==> config.mk <==
export PLATFORM = sky130hd
export DESIGN_NAME = whitespace_word_counter_flat
export DESIGN_NICKNAME = d
export VERILOG_FILES = /design/src/design/wwc_pkg.sv /design/src/design/wwc_if.sv /design/src/design/wwc_lane.sv /design/src/design/wwc_scan.sv /design/src/design/wwc_merge.sv /design/src/design/whitespace_word_counter.sv /design/src/flat_wrapper.sv
export SDC_FILE = /design/constraint.sdc
export NUM_CORES = 1
export LEC_CHECK = 0
export BUFFER_PORTS_ARGS = -buffer_cell sky130_fd_sc_hd__buf_2
export CAP_MARGIN = 20
export CORE_ASPECT_RATIO = 1.2
export CORE_MARGIN = 2
export CORE_UTILIZATION = 52
export CTS_CLUSTER_DIAMETER = 60
export DETAILED_ROUTE_END_ITERATION = 7
export MAX_ROUTING_LAYER = met4
export PLACE_DENSITY = 0.76
export REMOVE_ABC_BUFFERS = 1
export SLEW_MARGIN = 20
export SYNTH_ARGS = -nofsm -noshare
export SYNTH_HDL_FRONTEND = slang
export SYNTH_SLANG_ARGS = --single-unit
==> constraint.sdc <==
create_clock -name clock -period 6.2 [get_ports clock]
set_input_delay 0.31 -clock clock [delete_from_list [all_inputs] [get_ports clock]]
set_output_delay 0.31 -clock clock [all_outputs]
set_load 0.03 [all_outputs]
==> src/design/wwc_pkg.sv <==
// Package for the whitespace word counter.
// Holds field widths, whitespace codes, the lane and scan structs and the
// whitespace test. No dependencies.
package wwc_pkg;

   // Field widths of the request and response words
   localparam int DATA_WIDTH   = 64;
   localparam int VCOUNT_WIDTH = 4;
   localparam int OUT_WIDTH    = 32;
   localparam int DONE_WIDTH   = 3;

   // Lane limits set by the 64-bit data field
   localparam int MAX_LANES = 8;
   localparam int LCNT_W    = 4;
   localparam int LIDX_W    = 3;

   // Defaults for the top-level parameters
   localparam int BYTE_LANES_DEF  = 8;
   localparam int COUNT_WIDTH_DEF = 32;

   // Whitespace codes
   localparam logic [7:0] CHAR_SPACE = 8'h20;
   localparam logic [7:0] CHAR_TAB   = 8'h09;
   localparam logic [7:0] CHAR_LF    = 8'h0A;
   localparam logic [7:0] CHAR_CR    = 8'h0D;

   // Per-byte classification from one lane
   typedef struct packed {
      logic ns;      // valid byte, part of a word
      logic sp;      // valid byte, whitespace
      logic opens;   // word starts here (previous lane not in a word)
      logic closes;  // whitespace ends a word from the previous lane
   } lane_type;

   // Item summary handed from the scan stage to the merge stage
   typedef struct packed {
      logic              ns_first;
      logic              sp_first;
      logic [LCNT_W-1:0] inner_closes;
      logic              inner_start_any;
      logic [LIDX_W-1:0] inner_start_lane;
      logic [LCNT_W-1:0] inner_suffix;
      logic [LCNT_W-1:0] ns_total;
      logic [LCNT_W-1:0] byte_count;
      logic              tail_ns;
      logic              last_item;
   } scan_type;

   function automatic logic is_space(input logic [7:0] b);
      return (b == CHAR_SPACE) || (b == CHAR_TAB) || (b == CHAR_LF) || (b == CHAR_CR);
   endfunction

endpackage

==> src/design/wwc_if.sv <==
// Valid/ready channel interfaces for the word counter's request and response.
// Depends on wwc_pkg for field widths.
interface wwc_req_if;
   import wwc_pkg::*;

   logic                    valid;
   logic                    ready;
   logic [DATA_WIDTH-1:0]   data_bytes;
   logic [VCOUNT_WIDTH-1:0] valid_count;
   logic                    last_item;

   modport source (output valid, data_bytes, valid_count, last_item, input ready);
   modport sink   (input valid, data_bytes, valid_count, last_item, output ready);
endinterface

interface wwc_rsp_if;
   import wwc_pkg::*;

   logic                  valid;
   logic                  ready;
   logic [OUT_WIDTH-1:0]  total_words;
   logic [DONE_WIDTH-1:0] words_completed;
   logic                  open_word;
   logic [OUT_WIDTH-1:0]  latest_length;
   logic [OUT_WIDTH-1:0]  latest_start;

   modport source (output valid, total_words, words_completed, open_word, latest_length,
                   latest_start, input ready);
   modport sink   (input valid, total_words, words_completed, open_word, latest_length,
                   latest_start, output ready);
endinterface

==> src/design/wwc_lane.sv <==
// One byte lane: classifies a byte and marks word starts and ends
// against the neighbouring lane. Depends on wwc_pkg.
module wwc_lane (
   input  logic [7:0]        lane_byte,
   input  logic              lane_valid,
   input  logic              prev_ns,
   output wwc_pkg::lane_type lane_res
);
   import wwc_pkg::*;

   logic space;

   // Classify, then compare with the previous lane
   always_comb begin
      space           = is_space(lane_byte);
      lane_res.ns     = lane_valid & ~space;
      lane_res.sp     = lane_valid & space;
      lane_res.opens  = lane_valid & ~space & ~prev_ns;
      lane_res.closes = lane_valid & space & prev_ns;
   end

endmodule

==> src/design/wwc_scan.sv <==
// Scan stage: byte lanes side by side and a registered summary of the word.
// Everything here depends on the request word alone. Depends on wwc_pkg, wwc_lane.
module wwc_scan #(
   parameter int BYTE_LANES = wwc_pkg::BYTE_LANES_DEF
) (
   input  logic                            clock,
   input  logic                            load,
   input  logic [wwc_pkg::DATA_WIDTH-1:0]  data_bytes,
   input  logic [wwc_pkg::VCOUNT_WIDTH-1:0] valid_count,
   input  logic                            last_item,
   output wwc_pkg::scan_type               scan_ff
);
   import wwc_pkg::*;

   logic [LCNT_W-1:0] byte_count;
   lane_type          lane_res [BYTE_LANES];
   scan_type          scan_in;

   // Clamp the byte count to the lane count
   assign byte_count = (valid_count > LCNT_W'(BYTE_LANES)) ? LCNT_W'(BYTE_LANES)
                                                           : valid_count;

   // Lanes
   for (genvar g = 0; g < BYTE_LANES; g++) begin : g_lane
      logic prev;
      if (g == 0) begin : g_first
         assign prev = 1'b0;
      end else begin : g_rest
         assign prev = lane_res[g-1].ns;
      end
      wwc_lane u_lane (
         .lane_byte  (data_bytes[8*g +: 8]),
         .lane_valid (LCNT_W'(g) < byte_count),
         .prev_ns    (prev),
         .lane_res   (lane_res[g])
      );
   end

   // Reduce lane flags; lane 0 is resolved later against the carried state
   always_comb begin
      scan_in                  = '0;
      scan_in.ns_first         = lane_res[0].ns;
      scan_in.sp_first         = lane_res[0].sp;
      scan_in.byte_count       = byte_count;
      scan_in.last_item        = last_item;
      scan_in.tail_ns          = lane_res[0].ns;
      scan_in.ns_total         = LCNT_W'(lane_res[0].ns);
      scan_in.inner_suffix     = LCNT_W'(lane_res[0].ns);
      for (int i = 1; i < BYTE_LANES; i++) begin
         scan_in.inner_closes = scan_in.inner_closes + LCNT_W'(lane_res[i].closes);
         scan_in.ns_total     = scan_in.ns_total + LCNT_W'(lane_res[i].ns);
         if (lane_res[i].opens) begin
            scan_in.inner_start_any  = 1'b1;
            scan_in.inner_start_lane = LIDX_W'(i);
            scan_in.inner_suffix     = '0;
         end
         scan_in.inner_suffix = scan_in.inner_suffix + LCNT_W'(lane_res[i].ns);
         if (lane_res[i].ns || lane_res[i].sp) begin
            scan_in.tail_ns = lane_res[i].ns;
         end
      end
   end

   always_ff @(posedge clock) begin
      if (load) begin
         scan_ff <= scan_in;
      end
   end

endmodule

==> src/design/wwc_merge.sv <==
// Merge stage: folds the scan summary into the carried word state and
// registers the response payload. Depends on wwc_pkg.
module wwc_merge #(
   parameter int COUNT_WIDTH = wwc_pkg::COUNT_WIDTH_DEF
) (
   input  logic                          clock,
   input  logic                          reset,
   input  logic                          load,
   input  wwc_pkg::scan_type             scan,
   output logic [wwc_pkg::OUT_WIDTH-1:0]  total_words_ff,
   output logic [wwc_pkg::DONE_WIDTH-1:0] words_completed_ff,
   output logic                          open_word_ff,
   output logic [wwc_pkg::OUT_WIDTH-1:0]  latest_length_ff,
   output logic [wwc_pkg::OUT_WIDTH-1:0]  latest_start_ff
);
   import wwc_pkg::*;

   localparam int SUM_W = COUNT_WIDTH + 1;

   logic                   inside_ff, inside_in;
   logic [COUNT_WIDTH-1:0] count_ff, count_in;
   logic [COUNT_WIDTH-1:0] length_ff, length_in;
   logic [COUNT_WIDTH-1:0] start_ff, start_in;
   logic [COUNT_WIDTH-1:0] offset_ff, offset_in;

   logic              start_first, close_first, inside_after, flush, any_start;
   logic [LCNT_W-1:0] done;
   logic [LCNT_W-1:0] start_lane;

   // Saturating add of a small amount
   function automatic logic [COUNT_WIDTH-1:0] sat_add(input logic [COUNT_WIDTH-1:0] v,
                                                      input logic [LCNT_W-1:0] k);
      logic [SUM_W-1:0] sum;
      sum = {1'b0, v} + SUM_W'(k);
      return sum[COUNT_WIDTH] ? {COUNT_WIDTH{1'b1}} : sum[COUNT_WIDTH-1:0];
   endfunction

   // Resolve lane 0 against the carried flag and update the state
   always_comb begin
      start_first  = scan.ns_first & ~inside_ff;
      close_first  = scan.sp_first & inside_ff;
      inside_after = (scan.byte_count != '0) ? scan.tail_ns : inside_ff;
      flush        = scan.last_item & inside_after;
      done         = scan.inner_closes + LCNT_W'(close_first) + LCNT_W'(flush);
      any_start    = scan.inner_start_any | start_first;
      start_lane   = scan.inner_start_any ? LCNT_W'(scan.inner_start_lane) : '0;

      inside_in = inside_after & ~scan.last_item;
      count_in  = sat_add(count_ff, done);
      offset_in = sat_add(offset_ff, scan.byte_count);
      if (any_start) begin
         start_in  = sat_add(offset_ff, start_lane);
         length_in = scan.inner_start_any ? COUNT_WIDTH'(scan.inner_suffix)
                                          : COUNT_WIDTH'(scan.ns_total);
      end else begin
         start_in  = start_ff;
         length_in = sat_add(length_ff, scan.ns_total);
      end
   end

   // Carried state
   always_ff @(posedge clock) begin
      if (reset) begin
         inside_ff <= 1'b0;
         count_ff  <= '0;
         length_ff <= '0;
         start_ff  <= '0;
         offset_ff <= '0;
      end else if (load) begin
         inside_ff <= inside_in;
         count_ff  <= count_in;
         length_ff <= length_in;
         start_ff  <= start_in;
         offset_ff <= offset_in;
      end
   end

   // Response payload
   always_ff @(posedge clock) begin
      if (load) begin
         total_words_ff     <= OUT_WIDTH'(count_in);
         words_completed_ff <= DONE_WIDTH'(done);
         open_word_ff       <= inside_in;
         latest_length_ff   <= OUT_WIDTH'(length_in);
         latest_start_ff    <= OUT_WIDTH'(start_in);
      end
   end

endmodule

==> src/design/whitespace_word_counter.sv <==
// Whitespace word counter: counts words in a text stream, eight bytes per word.
// A request word is registered in the scan stage, then the merge stage registers its response.
// One word per cycle while the response channel is free; the word state loops within the merge stage.
// While a response waits, one more request is taken into an empty scan stage, then ready drops.
// Synchronous reset clears the word state, the counters and both stage valid flags.
// Depends on wwc_pkg, wwc_if, wwc_scan and wwc_merge.
module whitespace_word_counter #(
   parameter int BYTE_LANES  = wwc_pkg::BYTE_LANES_DEF,
   parameter int COUNT_WIDTH = wwc_pkg::COUNT_WIDTH_DEF
) (
   input logic       clock,
   input logic       reset,
   wwc_req_if.sink   req_chan,
   wwc_rsp_if.source rsp_chan
);
   import wwc_pkg::*;

   logic     scan_valid_ff, scan_valid_in;
   logic     rsp_valid_ff, rsp_valid_in;
   logic     rsp_free, scan_free, req_take, scan_move;
   scan_type scan;

   // Stall chain: each stage moves when the next one is free
   assign rsp_free  = ~rsp_valid_ff | rsp_chan.ready;
   assign scan_move = scan_valid_ff & rsp_free;
   assign scan_free = ~scan_valid_ff | rsp_free;
   assign req_take  = req_chan.valid & scan_free;

   assign req_chan.ready = scan_free;
   assign rsp_chan.valid = rsp_valid_ff;

   always_comb begin
      scan_valid_in = scan_free ? req_chan.valid : scan_valid_ff;
      rsp_valid_in  = rsp_free ? scan_valid_ff : rsp_valid_ff;
   end

   always_ff @(posedge clock) begin
      if (reset) begin
         scan_valid_ff <= 1'b0;
         rsp_valid_ff  <= 1'b0;
      end else begin
         scan_valid_ff <= scan_valid_in;
         rsp_valid_ff  <= rsp_valid_in;
      end
   end

   wwc_scan #(.BYTE_LANES(BYTE_LANES)) u_scan (
      .clock       (clock),
      .load        (req_take),
      .data_bytes  (req_chan.data_bytes),
      .valid_count (req_chan.valid_count),
      .last_item   (req_chan.last_item),
      .scan_ff     (scan)
   );

   wwc_merge #(.COUNT_WIDTH(COUNT_WIDTH)) u_merge (
      .clock              (clock),
      .reset              (reset),
      .load               (scan_move),
      .scan               (scan),
      .total_words_ff     (rsp_chan.total_words),
      .words_completed_ff (rsp_chan.words_completed),
      .open_word_ff       (rsp_chan.open_word),
      .latest_length_ff   (rsp_chan.latest_length),
      .latest_start_ff    (rsp_chan.latest_start)
   );

   // An accepted word lands in the scan stage
   a_take_lands: assert property (@(posedge clock) disable iff (reset)
      req_chan.valid && req_chan.ready |=> scan_valid_ff)
      else $error("accepted word not held in scan stage");

   // A stalled scan word stays put
   a_scan_holds: assert property (@(posedge clock) disable iff (reset)
      scan_valid_ff && !rsp_free |=> scan_valid_ff && $stable(scan))
      else $error("scan stage lost a stalled word");

   // At most five words can end within one eight-byte word
   a_done_range: assert property (@(posedge clock) disable iff (reset)
      rsp_chan.valid |-> rsp_chan.words_completed <= DONE_WIDTH'(5))
      else $error("too many words completed");

   // An open word always has a length
   a_open_len: assert property (@(posedge clock) disable iff (reset)
      rsp_chan.valid && rsp_chan.open_word |-> rsp_chan.latest_length != '0)
      else $error("open word with zero length");

   // Empty pipeline always takes a request
   a_ready_idle: assert property (@(posedge clock) disable iff (reset)
      !scan_valid_ff && !rsp_valid_ff |-> req_chan.ready)
      else $error("idle pipeline refused a word");

endmodule

==> src/flat_wrapper.sv <==
// flat-port wrapper written by rule: the top's interface ports become plain ports
module whitespace_word_counter_flat import wwc_pkg::*;
#(
   parameter int BYTE_LANES  = wwc_pkg::BYTE_LANES_DEF,
   parameter int COUNT_WIDTH = wwc_pkg::COUNT_WIDTH_DEF
)
  (clock, reset, req_chan_valid, req_chan_data_bytes, req_chan_valid_count, req_chan_last_item, req_chan_ready, rsp_chan_valid, rsp_chan_total_words, rsp_chan_words_completed, rsp_chan_open_word, rsp_chan_latest_length, rsp_chan_latest_start, rsp_chan_ready);
  wwc_req_if req_chan_i ();
  wwc_rsp_if rsp_chan_i ();
  input logic clock;
  input logic reset;
  input wire logic [$bits(req_chan_i.valid)-1:0] req_chan_valid;
  input wire logic [$bits(req_chan_i.data_bytes)-1:0] req_chan_data_bytes;
  input wire logic [$bits(req_chan_i.valid_count)-1:0] req_chan_valid_count;
  input wire logic [$bits(req_chan_i.last_item)-1:0] req_chan_last_item;
  output wire logic [$bits(req_chan_i.ready)-1:0] req_chan_ready;
  output wire logic [$bits(rsp_chan_i.valid)-1:0] rsp_chan_valid;
  output wire logic [$bits(rsp_chan_i.total_words)-1:0] rsp_chan_total_words;
  output wire logic [$bits(rsp_chan_i.words_completed)-1:0] rsp_chan_words_completed;
  output wire logic [$bits(rsp_chan_i.open_word)-1:0] rsp_chan_open_word;
  output wire logic [$bits(rsp_chan_i.latest_length)-1:0] rsp_chan_latest_length;
  output wire logic [$bits(rsp_chan_i.latest_start)-1:0] rsp_chan_latest_start;
  input wire logic [$bits(rsp_chan_i.ready)-1:0] rsp_chan_ready;
  assign req_chan_i.valid = req_chan_valid;
  assign req_chan_i.data_bytes = req_chan_data_bytes;
  assign req_chan_i.valid_count = req_chan_valid_count;
  assign req_chan_i.last_item = req_chan_last_item;
  assign req_chan_ready = req_chan_i.ready;
  assign rsp_chan_valid = rsp_chan_i.valid;
  assign rsp_chan_total_words = rsp_chan_i.total_words;
  assign rsp_chan_words_completed = rsp_chan_i.words_completed;
  assign rsp_chan_open_word = rsp_chan_i.open_word;
  assign rsp_chan_latest_length = rsp_chan_i.latest_length;
  assign rsp_chan_latest_start = rsp_chan_i.latest_start;
  assign rsp_chan_i.ready = rsp_chan_ready;
  whitespace_word_counter #(.BYTE_LANES(BYTE_LANES), .COUNT_WIDTH(COUNT_WIDTH)) u_core (.clock(clock), .reset(reset), .req_chan(req_chan_i), .rsp_chan(rsp_chan_i));
endmodule
==> run_results.csv <==
group,metric,value,unit
setup_path,path_class,"in -> reg",
floorplan,dieArea,27030,um^2
finish,nets,1703,
finish,nFillCells,2126,
clock_network,cts_tree,"built",
placed_design,port_buffers,174,
floorplan,coreArea,25380,um^2
setup_path,max_stage_delay,0.54,ns
placed_design,gp_congestion,0.8586,
timing,hold_violations,0,
timing,report.final.setup_viol,0,
clock_network,clock_path_buffers,3,
synthesis,yosysUniqueCellTypes,79,
route,vias,10770,
floorplan,ioPinCount,175,
run,maxCapViolCount,0,
floorplan,die_y,179.7,um
clock_network,cts_htree_levels,1,
placed_design,place_ws,0.6742,ns
grt,grt_overflow_total,0,
floorplan,die_w,150.4,um
grt,grtUsageTotal,21.90,%
timing,fin_ws,1.112,ns
setup_path,crit_fanout,4,
pwr,peakVddDrop,0.0001802,V
synthesis,syn_area,13380,um^2
synthesis,synth_ff_type,"dfxtp_1",
route,drtPass1Iterations,5,
synthesis,ys_async_sr_fraction,0,%
setup_path,slowest_stage,"a21boi_0",
route,ant_nets,0,
grt,grt_max_degree,90,
pwr,p_leak,5.696,nW
route,via_per_inst,5.569,
setup_path,cpMostUsedCell,"ha_1",
synthesis,ys_warn_count,0,
setup_path,start_kind,"primary input",
pwr,power,4.048,mW
timing,finalClockSkew,0.01475,ns
floorplan,rows,64,
route,first_iter_violations,783,
synthesis,ys_seq_elements,254,
finish,multi_input_area,6625,um^2
clock_network,cts_root_buffer,"clkbuf_16",
synthesis,syn_area_per_cell,9.232,um^2
timing,relSlewSlack,31.39,%
setup_path,crit_path_end_kind,"register",
grt,grt_pass1_wl,47980,um
placed_design,postPlaceCellArea,14450,um^2
finish,register_area,6316,um^2
finish,finalNonFillerCells,1934,
route,route.detailed.drc,0,
placed_design,dp_hpwl,19770,um
timing,fmax,0.1965,GHz
grt,antenna_found_initial,0,
clock_network,worstSkewPairLatency,0.53,ns
synthesis,synth_edf_count,123,
synthesis,syn_inst,1449,
timing,worst_pin_slew,1.029,ns
setup_path,crit_chain,"buf_2, nor3b_1, a21oi_1, nor3b_1, o21ai_0, a21boi_0, ha_1, nor2b_1, ha_1, ha_1, nor2b_1, ha_1, and2_1, ha_1, nor2b_1, ha_1, and2_1, ha_1, nand2_1, nor4b_1, o22a_1, nor3_1, nand2b_1, mux2i_1",
finish,drive_above_1_share,16.83,%
synthesis,ys_seq_area_share,47.21,%
timing,layout_worst_path_cycle_share,82.07,%
finish,syn_to_final_growth,14.90,%
clock_network,cts.clk_slew.worst_paths,0.06,ns
timing,fin_tns_setup,0,ns
timing,finalCriticalPeriod,5.088,ns
setup_path,cp_data_arrival_time,5.37,ns
pwr,p_per_area,263.4,nW/um^2
setup_path,crit_required,6.48,ns
worst_hold_path,hp-class,"in -> reg",
placed_design,dp_cells,1884,
floorplan,start_util,52.70,%
finish,antennaDiodeCount,0,
timing,final_max_slew_viol_count,0,
outcome,outcome,"complete, no violations",
clock_network,cts_setup_buffers,0,
finish,design_area,15370,um^2
clock_network,numCtsBuffers,26,
route,wirelength,29240,um
grt,grt_pass1_vias,10000,
timing,rsz0062_at_grt,"no",
clock_network,cts.sinks,254,
route,wl_per_cell,15.12,um
==> worst max-delay path, delay by kind of cell <==
family | cells | cell delay [ns]
buffers and inverters | 1 | 0.11
AOI/OAI and AO/OA | 4 | 1.33
and+or+nand+nor | 11 | 1.50
muxes | 1 | 0.07
adders and majority gates | 7 | 2.06
==> stage by stage <==
| stage | util (%) | hold WS, ns |
|---|---|---|
| CTS | 60.55 | 0.08408 |
| detailed placement | 56.91 | 0.4467 |
| global placement | 56.91 | 0.4417 |
| floorplan | - | 0.3791 |
| finish | 60.55 | 0.1190 |
| global route | 60.55 | 0.1266 |
==> where the power goes <==
group	internal [mW]	switching, mW	total (mW)	leakage [nW]
sequential	1.85	0.0327	1.88	2.21
clock	0.989	0.649	1.64	0.447
combinational	0.188	0.342	0.530	3.04
total	3.02	1.02	4.05	5.70
==> layout by cell type (no fill, tap or decap), types with 7 or more instances in the layout <==
cell type	instances
a211o_1	7
a211oi_1	7
a21o_1	7
a21oi_1	174
a21oi_2	9
a311oi_1	19
and2_1	17
and3_1	27
and4_1	7
buf_2	173
buf_4	12
clkbuf_16	27
dfxtp_1	131
edfxtp_1	123
fa_1	13
ha_1	33
inv_1	33
mux2i_1	11
nand2_1	204
nand2b_1	7
nand3_1	49
nand4_1	21
nor2_1	151
nor2b_1	25
nor3_1	42
nor3b_1	9
o21ai_0	41
xnor2_1	62
xor2_1	42
==> Yosys cell counts (5+ instances only) <==
cell type  instances  area share [%]
and2_1            17            0.79
and3_1            27             1.3
a211o_1            7            0.46
inv_1             33            0.93
mux2i_1           11            0.82
a31oi_1            5            0.23
a21o_1             7            0.39
xnor2_1           62             4.1
nand3_1           49             1.8
nand2b_1           9            0.42
and3b_1            5            0.33
nand4_1           21            0.98
nand3b_1           5            0.28
dfxtp_1          131              20
o21ai_0           41             1.5
fa_1              13             1.9
ha_1              33             3.1
nor3b_1            9            0.51
buf_1             13            0.36
xor2_1            42             2.7
and4_1             7            0.46
a211oi_1           7            0.39
buf_2              5            0.19
or3_1              5            0.23
a21oi_2            9            0.59
a21oi_1          175             6.5
a311oi_1          19             1.2
clkbuf_1          59             1.7
nor2_1           151             4.2
nor3_1            42             1.6
edfxtp_1         123              28
nor2b_1           25             1.2
nand2_1          204             5.7
==> worst paths after layout <==
| path | from | endpoint | slack, ns | cells after the start |
|---|---|---|---|---|
| max | req_chan_data_bytes[1] | u_core.u_scan.scan_ff[13]$_DFFE_PP_ | 1.11 | 24 |
| min | rsp_chan_ready | u_core.rsp_chan.valid$_SDFFE_PP0P_ | 0.12 | 4 |
| max reg2reg | u_core.u_scan.scan_ff[3]$_DFFE_PP_ | u_core.u_merge.count_ff[13]$_SDFFE_PP0P_ | 1.68 | 14 |
| min reg2reg | u_core.u_merge.start_ff[21]$_SDFFE_PP0P_ | u_core.u_merge.start_ff[21]$_SDFFE_PP0P_ | 0.46 | 2 |
==> registers in the layout, indices dropped and copies added (netlist names), 23 cells and up <==
| register | cells |
|---|---|
| u_core.u_merge.count_ff | 32 |
| u_core.u_merge.total_words_ff | 32 |
| u_core.u_merge.length_ff | 32 |
| u_core.u_merge.offset_ff | 32 |
| u_core.u_merge.start_ff | 32 |
| u_core.u_merge.latest_start_ff | 32 |
| u_core.u_merge.latest_length_ff | 32 |
| u_core.u_scan.scan_ff | 23 |
==> cell type report <==
class / count / area share, %
multi-input cells: 1080 / 43.10
flip-flops and latches: 254 / 41.09
repair buffers: 187 / 6.349
clock buffers: 33 / 4.672
well taps: 330 / 2.686
clock inverters: 15 / 1.213
inverters: 35 / 0.8873
==> repair_timing <==
| item | 4_1_cts | 5_1_grt |
|---|---|---|
| hold buffers | 2 | 0 |
| hold endpoints to repair | 2 | 0 |
| gates resized for setup | 0 | 0 |
==> logic make-up (layout without fill, tap and decap cells) <==
logic type               Yosys count  count (layout)  share of synthesized area, %
flip-flops                       254             254                         47.21
AND/OR/NAND/NOR                  605             605                         21.85
buffers and inverters            115             270                         3.423
adder cells (fa/ha/maj)           46              46                         5.032
multiplexers                      14              14                         1.160
AO/OA/AOI/OAI                    311             311                         14.52
XOR/XNOR                         104             104                         6.809
==> metal layers <==
metal	vias to the layer above	track usage (%)	share of wire, %	wire, um
met5	-	-	0	0
met4	0	4.528	1.5	434
met3	35	2.640	5.0	1454
met2	282	37.40	50	14540
met1	5072	27.95	44	12810
li1	5382	-	-	-
(Power assumes the default switching activity.)
